**src/hw/rtl/ipid_pkg.sv**
```systemverilog
`timescale 1ns / 1ps

package ipid_pkg;

  localparam int SAMPLE_WIDTH   = 16;
  localparam int GAIN_FRAC_BITS = 8;

  localparam int GAIN_W   = 16;
  localparam int LIMIT_W  = 15;
  localparam int WEIGHT_W = 9;
  localparam int CFG_DATA_W  = 16;
  localparam int CFG_INDEX_W = 3;

  // error, first and second difference widths
  localparam int ERR_W = SAMPLE_WIDTH + 1;
  localparam int D1_W  = SAMPLE_WIDTH + 2;
  localparam int D2_W  = SAMPLE_WIDTH + 3;
  localparam int MB_W  = D2_W;
  localparam int PROD_W = GAIN_W + MB_W;
  localparam int ACC_W  = GAIN_W + SAMPLE_WIDTH + 6;

  // blend weight is unsigned Q1.8, saturated to 1.0 in the datapath
  localparam int BLEND_FRAC = 8;
  localparam int BLEND_W    = PROD_W + 2;

  typedef enum logic [CFG_INDEX_W-1:0] {
    REG_KP_GAIN       = 3'd0,
    REG_KI_GAIN       = 3'd1,
    REG_KD_GAIN       = 3'd2,
    REG_DRIVE_LIMIT   = 3'd3,
    REG_SMOOTH_ENABLE = 3'd4,
    REG_SMOOTH_WEIGHT = 3'd5
  } reg_index_t;

  typedef struct packed {
    logic signed [GAIN_W-1:0] kp_gain;
    logic signed [GAIN_W-1:0] ki_gain;
    logic signed [GAIN_W-1:0] kd_gain;
    logic [LIMIT_W-1:0]       drive_limit;
    logic                     smooth_enable;
    logic [WEIGHT_W-1:0]      smooth_weight;
  } cfg_t;

  typedef enum logic [1:0] {
    MUL_KP,
    MUL_KI,
    MUL_KD,
    MUL_BLEND
  } mul_sel_t;

  typedef struct packed {
    logic     load;
    logic     mul_en;
    mul_sel_t mul_sel;
    logic     acc_add;
    logic     clamp_en;
    logic     commit;
  } dp_cmd_t;

endpackage

```
**src/hw/rtl/ipid_regs.sv**
```systemverilog
`timescale 1ns / 1ps

module ipid_regs (
  input  logic                                clk,
  input  logic                                rst,
  input  logic                                cfg_valid,
  output logic                                cfg_ready,
  input  logic [ipid_pkg::CFG_INDEX_W-1:0]    cfg_index,
  input  logic [ipid_pkg::CFG_DATA_W-1:0]     cfg_data,
  output ipid_pkg::cfg_t                      cfg
);
  import ipid_pkg::*;

  assign cfg_ready = 1'b1;

  always_ff @(posedge clk) begin
    if (rst) begin
      cfg.kp_gain       <= '0;
      cfg.ki_gain       <= '0;
      cfg.kd_gain       <= '0;
      cfg.drive_limit   <= LIMIT_W'(32767);
      cfg.smooth_enable <= 1'b0;
      cfg.smooth_weight <= WEIGHT_W'(77);
    end else if (cfg_valid && cfg_ready) begin
      unique case (cfg_index)
        REG_KP_GAIN:       cfg.kp_gain       <= cfg_data[GAIN_W-1:0];
        REG_KI_GAIN:       cfg.ki_gain       <= cfg_data[GAIN_W-1:0];
        REG_KD_GAIN:       cfg.kd_gain       <= cfg_data[GAIN_W-1:0];
        REG_DRIVE_LIMIT:   cfg.drive_limit   <= cfg_data[LIMIT_W-1:0];
        REG_SMOOTH_ENABLE: cfg.smooth_enable <= cfg_data[0];
        REG_SMOOTH_WEIGHT: cfg.smooth_weight <= cfg_data[WEIGHT_W-1:0];
        default: ;
      endcase
    end
  end

endmodule

```
**src/hw/rtl/ipid_ctrl.sv**
```systemverilog
`timescale 1ns / 1ps

module ipid_ctrl (
  input  logic              clk,
  input  logic              rst,
  input  logic              in_valid,
  output logic              in_stall,
  output logic              out_valid,
  input  logic              out_stall,
  output ipid_pkg::dp_cmd_t cmd
);
  import ipid_pkg::*;

  typedef enum logic [2:0] {
    S_IDLE,
    S_MUL_P,
    S_MUL_I,
    S_MUL_D,
    S_ACC_D,
    S_CLAMP,
    S_BLEND,
    S_FINISH
  } state_t;

  state_t state;
  logic   in_accept;
  logic   out_free;

  assign in_stall  = (state != S_IDLE);
  assign in_accept = in_valid && !in_stall;
  assign out_free  = !out_valid || !out_stall;

  always_comb begin
    cmd = '0;
    cmd.mul_sel = MUL_KP;
    unique case (state)
      S_IDLE:   cmd.load = in_accept;
      S_MUL_P:  begin
        cmd.mul_en  = 1'b1;
        cmd.mul_sel = MUL_KP;
      end
      S_MUL_I:  begin
        cmd.mul_en  = 1'b1;
        cmd.mul_sel = MUL_KI;
        cmd.acc_add = 1'b1;
      end
      S_MUL_D:  begin
        cmd.mul_en  = 1'b1;
        cmd.mul_sel = MUL_KD;
        cmd.acc_add = 1'b1;
      end
      S_ACC_D:  cmd.acc_add = 1'b1;
      S_CLAMP:  cmd.clamp_en = 1'b1;
      S_BLEND:  begin
        cmd.mul_en  = 1'b1;
        cmd.mul_sel = MUL_BLEND;
      end
      S_FINISH: cmd.commit = out_free;
      default: ;
    endcase
  end

  always_ff @(posedge clk) begin
    if (rst) begin
      state     <= S_IDLE;
      out_valid <= 1'b0;
    end else begin
      if (cmd.commit) begin
        out_valid <= 1'b1;
      end else if (!out_stall) begin
        out_valid <= 1'b0;
      end
      unique case (state)
        S_IDLE:   if (in_accept) state <= S_MUL_P;
        S_MUL_P:  state <= S_MUL_I;
        S_MUL_I:  state <= S_MUL_D;
        S_MUL_D:  state <= S_ACC_D;
        S_ACC_D:  state <= S_CLAMP;
        S_CLAMP:  state <= S_BLEND;
        S_BLEND:  state <= S_FINISH;
        S_FINISH: if (out_free) state <= S_IDLE;
        default:  state <= S_IDLE;
      endcase
    end
  end

endmodule

```
**src/hw/rtl/ipid_dp.sv**
```systemverilog
`timescale 1ns / 1ps

module ipid_dp (
  input  logic                                     clk,
  input  logic                                     rst,
  input  ipid_pkg::cfg_t                           cfg,
  input  ipid_pkg::dp_cmd_t                        cmd,
  input  logic signed [ipid_pkg::SAMPLE_WIDTH-1:0] setpoint,
  input  logic signed [ipid_pkg::SAMPLE_WIDTH-1:0] measured,
  output logic signed [ipid_pkg::SAMPLE_WIDTH-1:0] drive
);
  import ipid_pkg::*;

  localparam logic signed [ACC_W-1:0] MAX_MAG =
    ACC_W'((64'd1 << (SAMPLE_WIDTH - 1)) - 64'd1);
  localparam logic signed [ACC_W-1:0] ROUND_HALF =
    ACC_W'(64'd1 << (GAIN_FRAC_BITS - 1));
  localparam logic signed [BLEND_W-1:0] BLEND_HALF =
    BLEND_W'(64'd1 << (BLEND_FRAC - 1));
  localparam logic [WEIGHT_W-1:0] WEIGHT_ONE = WEIGHT_W'(64'd1 << BLEND_FRAC);

  // state carried between items
  logic signed [ERR_W-1:0]        err_now;
  logic signed [ERR_W-1:0]        err_prev;
  logic signed [SAMPLE_WIDTH-1:0] drive_held;

  // per-item working registers
  logic signed [ERR_W-1:0]        e_cur;
  logic signed [D1_W-1:0]         d1;
  logic signed [D2_W-1:0]         d2;
  logic signed [ACC_W-1:0]        acc;
  logic signed [PROD_W-1:0]       prod;
  logic signed [SAMPLE_WIDTH-1:0] clampv;

  logic signed [ERR_W-1:0]        e_in;
  logic signed [D1_W-1:0]         d1_in;
  logic signed [D2_W-1:0]         d2_in;
  logic signed [GAIN_W-1:0]       mul_a;
  logic signed [MB_W-1:0]         mul_b;
  logic [WEIGHT_W-1:0]            w_sat;
  logic signed [ERR_W-1:0]        blend_diff;
  logic signed [ACC_W-1:0]        shifted;
  logic signed [ACC_W-1:0]        lim;
  logic signed [ACC_W-1:0]        clamp_res;
  logic signed [BLEND_W-1:0]      blend_sum;
  logic signed [BLEND_W-1:0]      blend_shr;
  logic signed [SAMPLE_WIDTH-1:0] result;

  assign e_in  = ERR_W'(setpoint) - ERR_W'(measured);
  assign d1_in = D1_W'(e_in) - D1_W'(err_now);
  assign d2_in = D2_W'(e_in) - (D2_W'(err_now) <<< 1) + D2_W'(err_prev);

  assign w_sat      = (cfg.smooth_weight > WEIGHT_ONE) ? WEIGHT_ONE : cfg.smooth_weight;
  assign blend_diff = ERR_W'(drive_held) - ERR_W'(clampv);

  always_comb begin
    mul_a = cfg.kp_gain;
    mul_b = MB_W'(d1);
    case (cmd.mul_sel)
      MUL_KP: begin
        mul_a = cfg.kp_gain;
        mul_b = MB_W'(d1);
      end
      MUL_KI: begin
        mul_a = cfg.ki_gain;
        mul_b = MB_W'(e_cur);
      end
      MUL_KD: begin
        mul_a = cfg.kd_gain;
        mul_b = MB_W'(d2);
      end
      MUL_BLEND: begin
        mul_a = GAIN_W'(w_sat);
        mul_b = MB_W'(blend_diff);
      end
      default: ;
    endcase
  end

  // round half up was folded into acc at load, so the shift is a floor
  assign shifted = acc >>> GAIN_FRAC_BITS;
  assign lim = (ACC_W'(cfg.drive_limit) > MAX_MAG) ? MAX_MAG : ACC_W'(cfg.drive_limit);

  always_comb begin
    if (shifted <= -lim) begin
      clamp_res = -lim;
    end else if (shifted >= lim) begin
      clamp_res = lim;
    end else begin
      clamp_res = shifted;
    end
  end

  // held*w + v*(1-w) rewritten as v + (held - v)*w
  assign blend_sum = (BLEND_W'(clampv) <<< BLEND_FRAC) + BLEND_W'(prod) + BLEND_HALF;
  assign blend_shr = blend_sum >>> BLEND_FRAC;
  assign result    = cfg.smooth_enable ? blend_shr[SAMPLE_WIDTH-1:0] : clampv;

  always_ff @(posedge clk) begin
    if (cmd.load) begin
      e_cur <= e_in;
      d1    <= d1_in;
      d2    <= d2_in;
      acc   <= (ACC_W'(drive_held) <<< GAIN_FRAC_BITS) + ROUND_HALF;
    end else if (cmd.acc_add) begin
      acc <= acc + ACC_W'(prod);
    end
    if (cmd.mul_en) begin
      prod <= PROD_W'(mul_a) * PROD_W'(mul_b);
    end
    if (cmd.clamp_en) begin
      clampv <= clamp_res[SAMPLE_WIDTH-1:0];
    end
    if (cmd.commit) begin
      drive <= result;
    end
  end

  always_ff @(posedge clk) begin
    if (rst) begin
      err_now    <= '0;
      err_prev   <= '0;
      drive_held <= '0;
    end else if (cmd.commit) begin
      err_prev   <= err_now;
      err_now    <= e_cur;
      drive_held <= result;
    end
  end

endmodule

```
**src/hw/rtl/incremental_pid_with_output_smoothing_top.sv**
```systemverilog
`timescale 1ns / 1ps
// after an input transfer: three products on one shared multiplier, a final add, clamp,
// one blend product, then the output register that drives out_valid and drive
// a new input is taken only in idle, once the controller sequence over the shared multiplier ends
// a finished drive waiting under stall holds the controller in its last step
// synchronous active-high reset clears gains to 0, limit to 32767, weight to 77,
// smoothing off, error history and held drive to 0
module incremental_pid_with_output_smoothing_top (
  input  logic                                     clk,
  input  logic                                     rst,
  input  logic                                     in_valid,
  output logic                                     in_stall,
  input  logic signed [ipid_pkg::SAMPLE_WIDTH-1:0] setpoint,
  input  logic signed [ipid_pkg::SAMPLE_WIDTH-1:0] measured,
  output logic                                     out_valid,
  input  logic                                     out_stall,
  output logic signed [ipid_pkg::SAMPLE_WIDTH-1:0] drive,
  input  logic                                     cfg_valid,
  output logic                                     cfg_ready,
  input  logic [ipid_pkg::CFG_INDEX_W-1:0]         cfg_index,
  input  logic [ipid_pkg::CFG_DATA_W-1:0]          cfg_data
);
  import ipid_pkg::*;

  cfg_t    cfg;
  dp_cmd_t cmd;

  ipid_regs u_regs (
    .clk       (clk),
    .rst       (rst),
    .cfg_valid (cfg_valid),
    .cfg_ready (cfg_ready),
    .cfg_index (cfg_index),
    .cfg_data  (cfg_data),
    .cfg       (cfg)
  );

  ipid_ctrl u_ctrl (
    .clk       (clk),
    .rst       (rst),
    .in_valid  (in_valid),
    .in_stall  (in_stall),
    .out_valid (out_valid),
    .out_stall (out_stall),
    .cmd       (cmd)
  );

  ipid_dp u_dp (
    .clk      (clk),
    .rst      (rst),
    .cfg      (cfg),
    .cmd      (cmd),
    .setpoint (setpoint),
    .measured (measured),
    .drive    (drive)
  );

endmodule

```
**config.mk**
```make
export PLATFORM = sky130hd
export DESIGN_NAME = incremental_pid_with_output_smoothing_top
export DESIGN_NICKNAME = d
export VERILOG_FILES = /design/src/hw/rtl/ipid_pkg.sv /design/src/hw/rtl/ipid_regs.sv /design/src/hw/rtl/ipid_ctrl.sv /design/src/hw/rtl/ipid_dp.sv /design/src/hw/rtl/incremental_pid_with_output_smoothing_top.sv
export SDC_FILE = /design/constraint.sdc
export NUM_CORES = 2
export LEC_CHECK = 0
export ABC_AREA = 1
export BUFFER_PORTS_ARGS = -buffer_cell sky130_fd_sc_hd__clkbuf_2
export CORE_ASPECT_RATIO = 2
export CORE_UTILIZATION = 42
export DETAILED_ROUTE_END_ITERATION = 8
export HOLD_SLACK_MARGIN = 0.02
export PLACE_DENSITY = 0.63
export SYNTH_ARGS = -nofsm -noshare
export SYNTH_HDL_FRONTEND = slang
export SYNTH_SLANG_ARGS = --single-unit
export TNS_END_PERCENT = 50
```
**constraint.sdc**
```tcl
create_clock -name clk -period 10.2 [get_ports clk]
set_input_delay 2.04 -clock clk [delete_from_list [all_inputs] [get_ports clk]]
set_output_delay 2.04 -clock clk [all_outputs]
set_load 0.02 [all_outputs]
```
==> metrics.md <==
| Metric | Value |
|---|---|
| Outcome | completed |
| Clock latency at the later pin of the worst-skew pair | ~0.63 ns |
| Overall track demand over capacity in global routing | 30.4% |
| Final Slew Violations | 0 |
| Synthesized area | roughly 0.032 sq mm |
| Total wirelength of the detailed-routed design | roughly 110 mm |
| Category of the critical setup timing path | register to register |
| Buffers inserted by post-CTS timing repair | 0 |
| Crit Path Max Fanout | 31 |
| Most frequent cells in the layout | nand2_1, inv_1, nor2_1 |
| Antenna violations before repair | 0 |
| DRC violation count after routing | 0 |
| Ant diodes | 0 |
| Number of max-capacitance violations reported | 0 |
| TritonCTS clock tree | built |
| Clock buffer depth | 3 |
| Vias in the first global route | ~29k |
| Share of the core filled with cells in the final layout | a little under half |
| Critical Path Slowest Stage Cell | a31oi_2 |
| Fraction of met2 tracks used by global routing | about 58% |
| Initial Utilization | roughly 42% |
| Final worst path period need | 8.87 ns |
| Number of placed cells counting well taps | ~5.1k |
| Drt pass-1 iters | 5 |
| Number of placement rows | about 140 |
| Final Non-Filler Cells | slightly above 5k |
| Setup TNS | 0 ns |
| Finish-stage setup viols | 0 |
| Headroom to the max-slew limit | roughly a quarter |
| Class of the worst hold path | register to register |
| Area share of the largest cell type after synthesis | between 20% and 30% |
| Crit-path leading delay family | adder cells |
| P&R area growth vs syn | 7.22% |
| Worst Hold Depth | 2 |
| Area contributors post-synth | fa_1, edfxtp_1, ha_1, nand2_1, inv_1 |
| Sequential fraction of the synthesis area | a little under a quarter |
| R2R Setup Slk | approximately 1.3 ns |
| Die Footprint | 0.0765 sq mm |
| Wire per inst | approximately 22 um |
| Startpoint of the worst hold path | u_regs.cfg[39] |
| Number of buffers created by CTS | 29 |
| Drt initial violations | 1,765 |
| Number of synthesized flops with an enable pin | between 150 and 200 |
| Clock transition at the registers of the reported paths | 0.07 ns |
| Top achievable clock speed | around 110 MHz |
| Residual antenna-violating net count after detailed routing | 0 |
| Chip height | between 300 and 400 um |
| Post-route fraction of the period consumed by the critical path | 87.0% |
| Final Net Count | 4,742 |
| M1 GR Usage | around 27% |
| Number of top-level pins | between 70 and 80 |
| Met3 layer usage reported by global route | 2.99% |
| Worst R2R End | u_dp.prod[33] |
| CTS Hold Buffers Added | 0 |
| RSZ-0062 raised after global routing | no |
| Async SR Flop Fraction | 0% |
| Terminating pin of the worst hold path | u_regs.cfg[39] |
| Pin count of the biggest net entering global routing | 70 |
| Most congested layer reported by global routing | met2 |
| Total buffers and inverters traversed by the critical path | 8 |
| Final setup skew | slightly below 0.02 ns |
| Number of fill cells | roughly 7.6k |
| Data arrival time of the critical path | about 9 ns |
| Share of cells above drive strength 1 | under 10% |
| Leading cell type in the layout, fill and taps excluded | nand2_1 |
| Tightest hold margin | 0.497 ns |
| Chip Width | about 200 um |
| Final estimated routing congestion in global placement | 1.04 |
| Number of levels the H-tree was split into | 1 |
| CP startpoint kind | register |
| Number of failing hold endpoints at the final stage | 0 |
| Total half-perimeter wirelength after legalization and detailed placement | roughly 95 mm |
| Post-synthesis cell type count | 57 |
| Clock root buffer master | clkbuf_16 |
| Max stage delay on crit path | around 0.73 ns |
| Clk sinks | 286 |
| Vias after detailed routing | ~28k |
| Critical Path End Type | register |
| Number of instances in the synthesized netlist | a little over 4k |
| Number of cells upsized or downsized after cts | 0 |
| WP data required | around 11 ns |
| Number of cells traversed by the worst register-to-register path | 27 |
| Transition time at the pin with the least slew margin | around 1.1 ns |
| Count of state elements after synthesis | about 290 |
| Global-route wire length before repair | roughly 170 mm |
| Cell accounting for the most synthesized area | fa_1 |
| Warnings, synthesis | 0 |
| Net count of the mapped netlist | 4,710 |
| Number of vias per cell | 5.41 |
| Launching point of the worst reg2reg path | u_ctrl.state[0] |
| Port-buffer cells | 73 |
| Overall overflow remaining after global route | 0 |
| Predominant post-synthesis flop cell | edfxtp_1 |
| Post-synthesis area per instance | between 7 and 8 sq um |
| Placeable Area | approximately 0.075 sq mm |
-- worst register-to-register path, cell delays in order (launching register included) --
cell	delay [ns]
dfxtp_1	0.38
inv_1	0.12
ha_1	0.30
inv_2	0.46
o21ai_2	0.16
nor2_4	0.60
nand2_1	0.15
a31oi_2	0.74
inv_2	0.18
nor2_1	0.49
inv_1	0.14
fa_1	0.58
inv_1	0.06
fa_1	0.47
fa_1	0.55
fa_1	0.52
fa_1	0.54
inv_1	0.05
fa_1	0.53
inv_1	0.04
ha_1	0.40
nand2_1	0.11
inv_1	0.09
nand3_1	0.09
nor2_1	0.32
nand4_1	0.28
nand3_1	0.13
nand2_1	0.09
-- through the flow --
stage	worst slack (ns)	instance area [sq um]
floorplan	2.99	31600
global placement	1.52	33000
detailed placement	1.40	33000
CTS	1.38	33900
global route	0.810	33900
finish	1.33	33900
-- worst max path at each step --
stage | from | to | slack, ns | cells after the start
floorplan | u_dp.clampv[0] | u_dp.prod[26] | 2.99 | 33
global placement | u_ctrl.state[0] | u_dp.prod[33] | 1.52 | 28
detailed placement | u_ctrl.state[0] | u_dp.prod[33] | 1.40 | 28
CTS | u_ctrl.state[0] | u_dp.prod[33] | 1.38 | 28
global route | u_ctrl.state[0] | u_dp.prod[33] | 0.81 | 28
finish | u_ctrl.state[0] | u_dp.prod[33] | 1.33 | 27
-- cell type report --
cell class	count	area (sq um)	area share [%]
multi-input cells	2974	21200	62.6
flip-flops and latches	286	7320	21.6
inverters	710	2670	7.86
well taps	1008	1260	3.72
clock buffers	35	778	2.29
repair buffers	94	523	1.54
clock inverters	19	131	0.387
-- cell families (layout without fill, tap and decap cells) --
logic type	Yosys count	in the layout	share of synthesized area [%]
buffers and inverters	803	858	9.87
adder cells (fa/ha/maj)	591	591	31.1
XOR/XNOR	98	98	2.71
flip-flops	286	286	23.1
AND/OR/NAND/NOR	1661	1661	22.0
AO/OA/AOI/OAI	623	623	11.2
other	1	1	0.0119
-- metal layers --
layer	vias to the layer above	routed length (um)
met4	0	14200
met3	451	4350
li1	13097	-
met5	-	0
met2	948	60700
met1	13234	35200
-- state kept, by name, summed over array words and instances, names as in the netlist --
register / count
u_dp.drive: 16
u_dp.d1: 18
u_ctrl.out_valid: 1
u_ctrl.state: 3
u_dp.clampv: 16
u_dp.err_prev: 17
u_dp.err_now: 17
u_dp.acc: 38
u_dp.d2: 19
u_dp.prod: 35
u_dp.e_cur: 17
u_dp.drive_held: 16
u_regs.cfg: 73
-- synthesized netlist by cell type, types with 4 or more instances --
| cell | count |
|---|---|
| o21bai_1 | 15 |
| nand4_1 | 38 |
| edfxtp_1 | 159 |
| nand3_1 | 243 |
| buf_4 | 15 |
| nand2_1 | 758 |
| xnor2_1 | 32 |
| or2_2 | 21 |
| o211ai_1 | 20 |
| clkbuf_1 | 47 |
| o21ai_2 | 12 |
| buf_1 | 4 |
| clkinv_1 | 6 |
| inv_1 | 693 |
| nor2_1 | 503 |
| o21a_1 | 5 |
| inv_2 | 11 |
| nand2_4 | 5 |
| a21oi_1 | 256 |
| xor2_1 | 66 |
| o21ai_0 | 242 |
| buf_2 | 24 |
| fa_1 | 326 |
| nand3b_1 | 13 |
| a221oi_1 | 12 |
| nor3_1 | 41 |
| ha_1 | 265 |
| nor4_1 | 8 |
| a31oi_1 | 10 |
| nand2_2 | 15 |
| a21o_1 | 18 |
| dfxtp_1 | 127 |
| or2_0 | 4 |
| a21boi_0 | 8 |
Power is left out: the tool's default activity adds up to more than one toggle a clock period on the data nets, which glitch-free logic cannot reach.
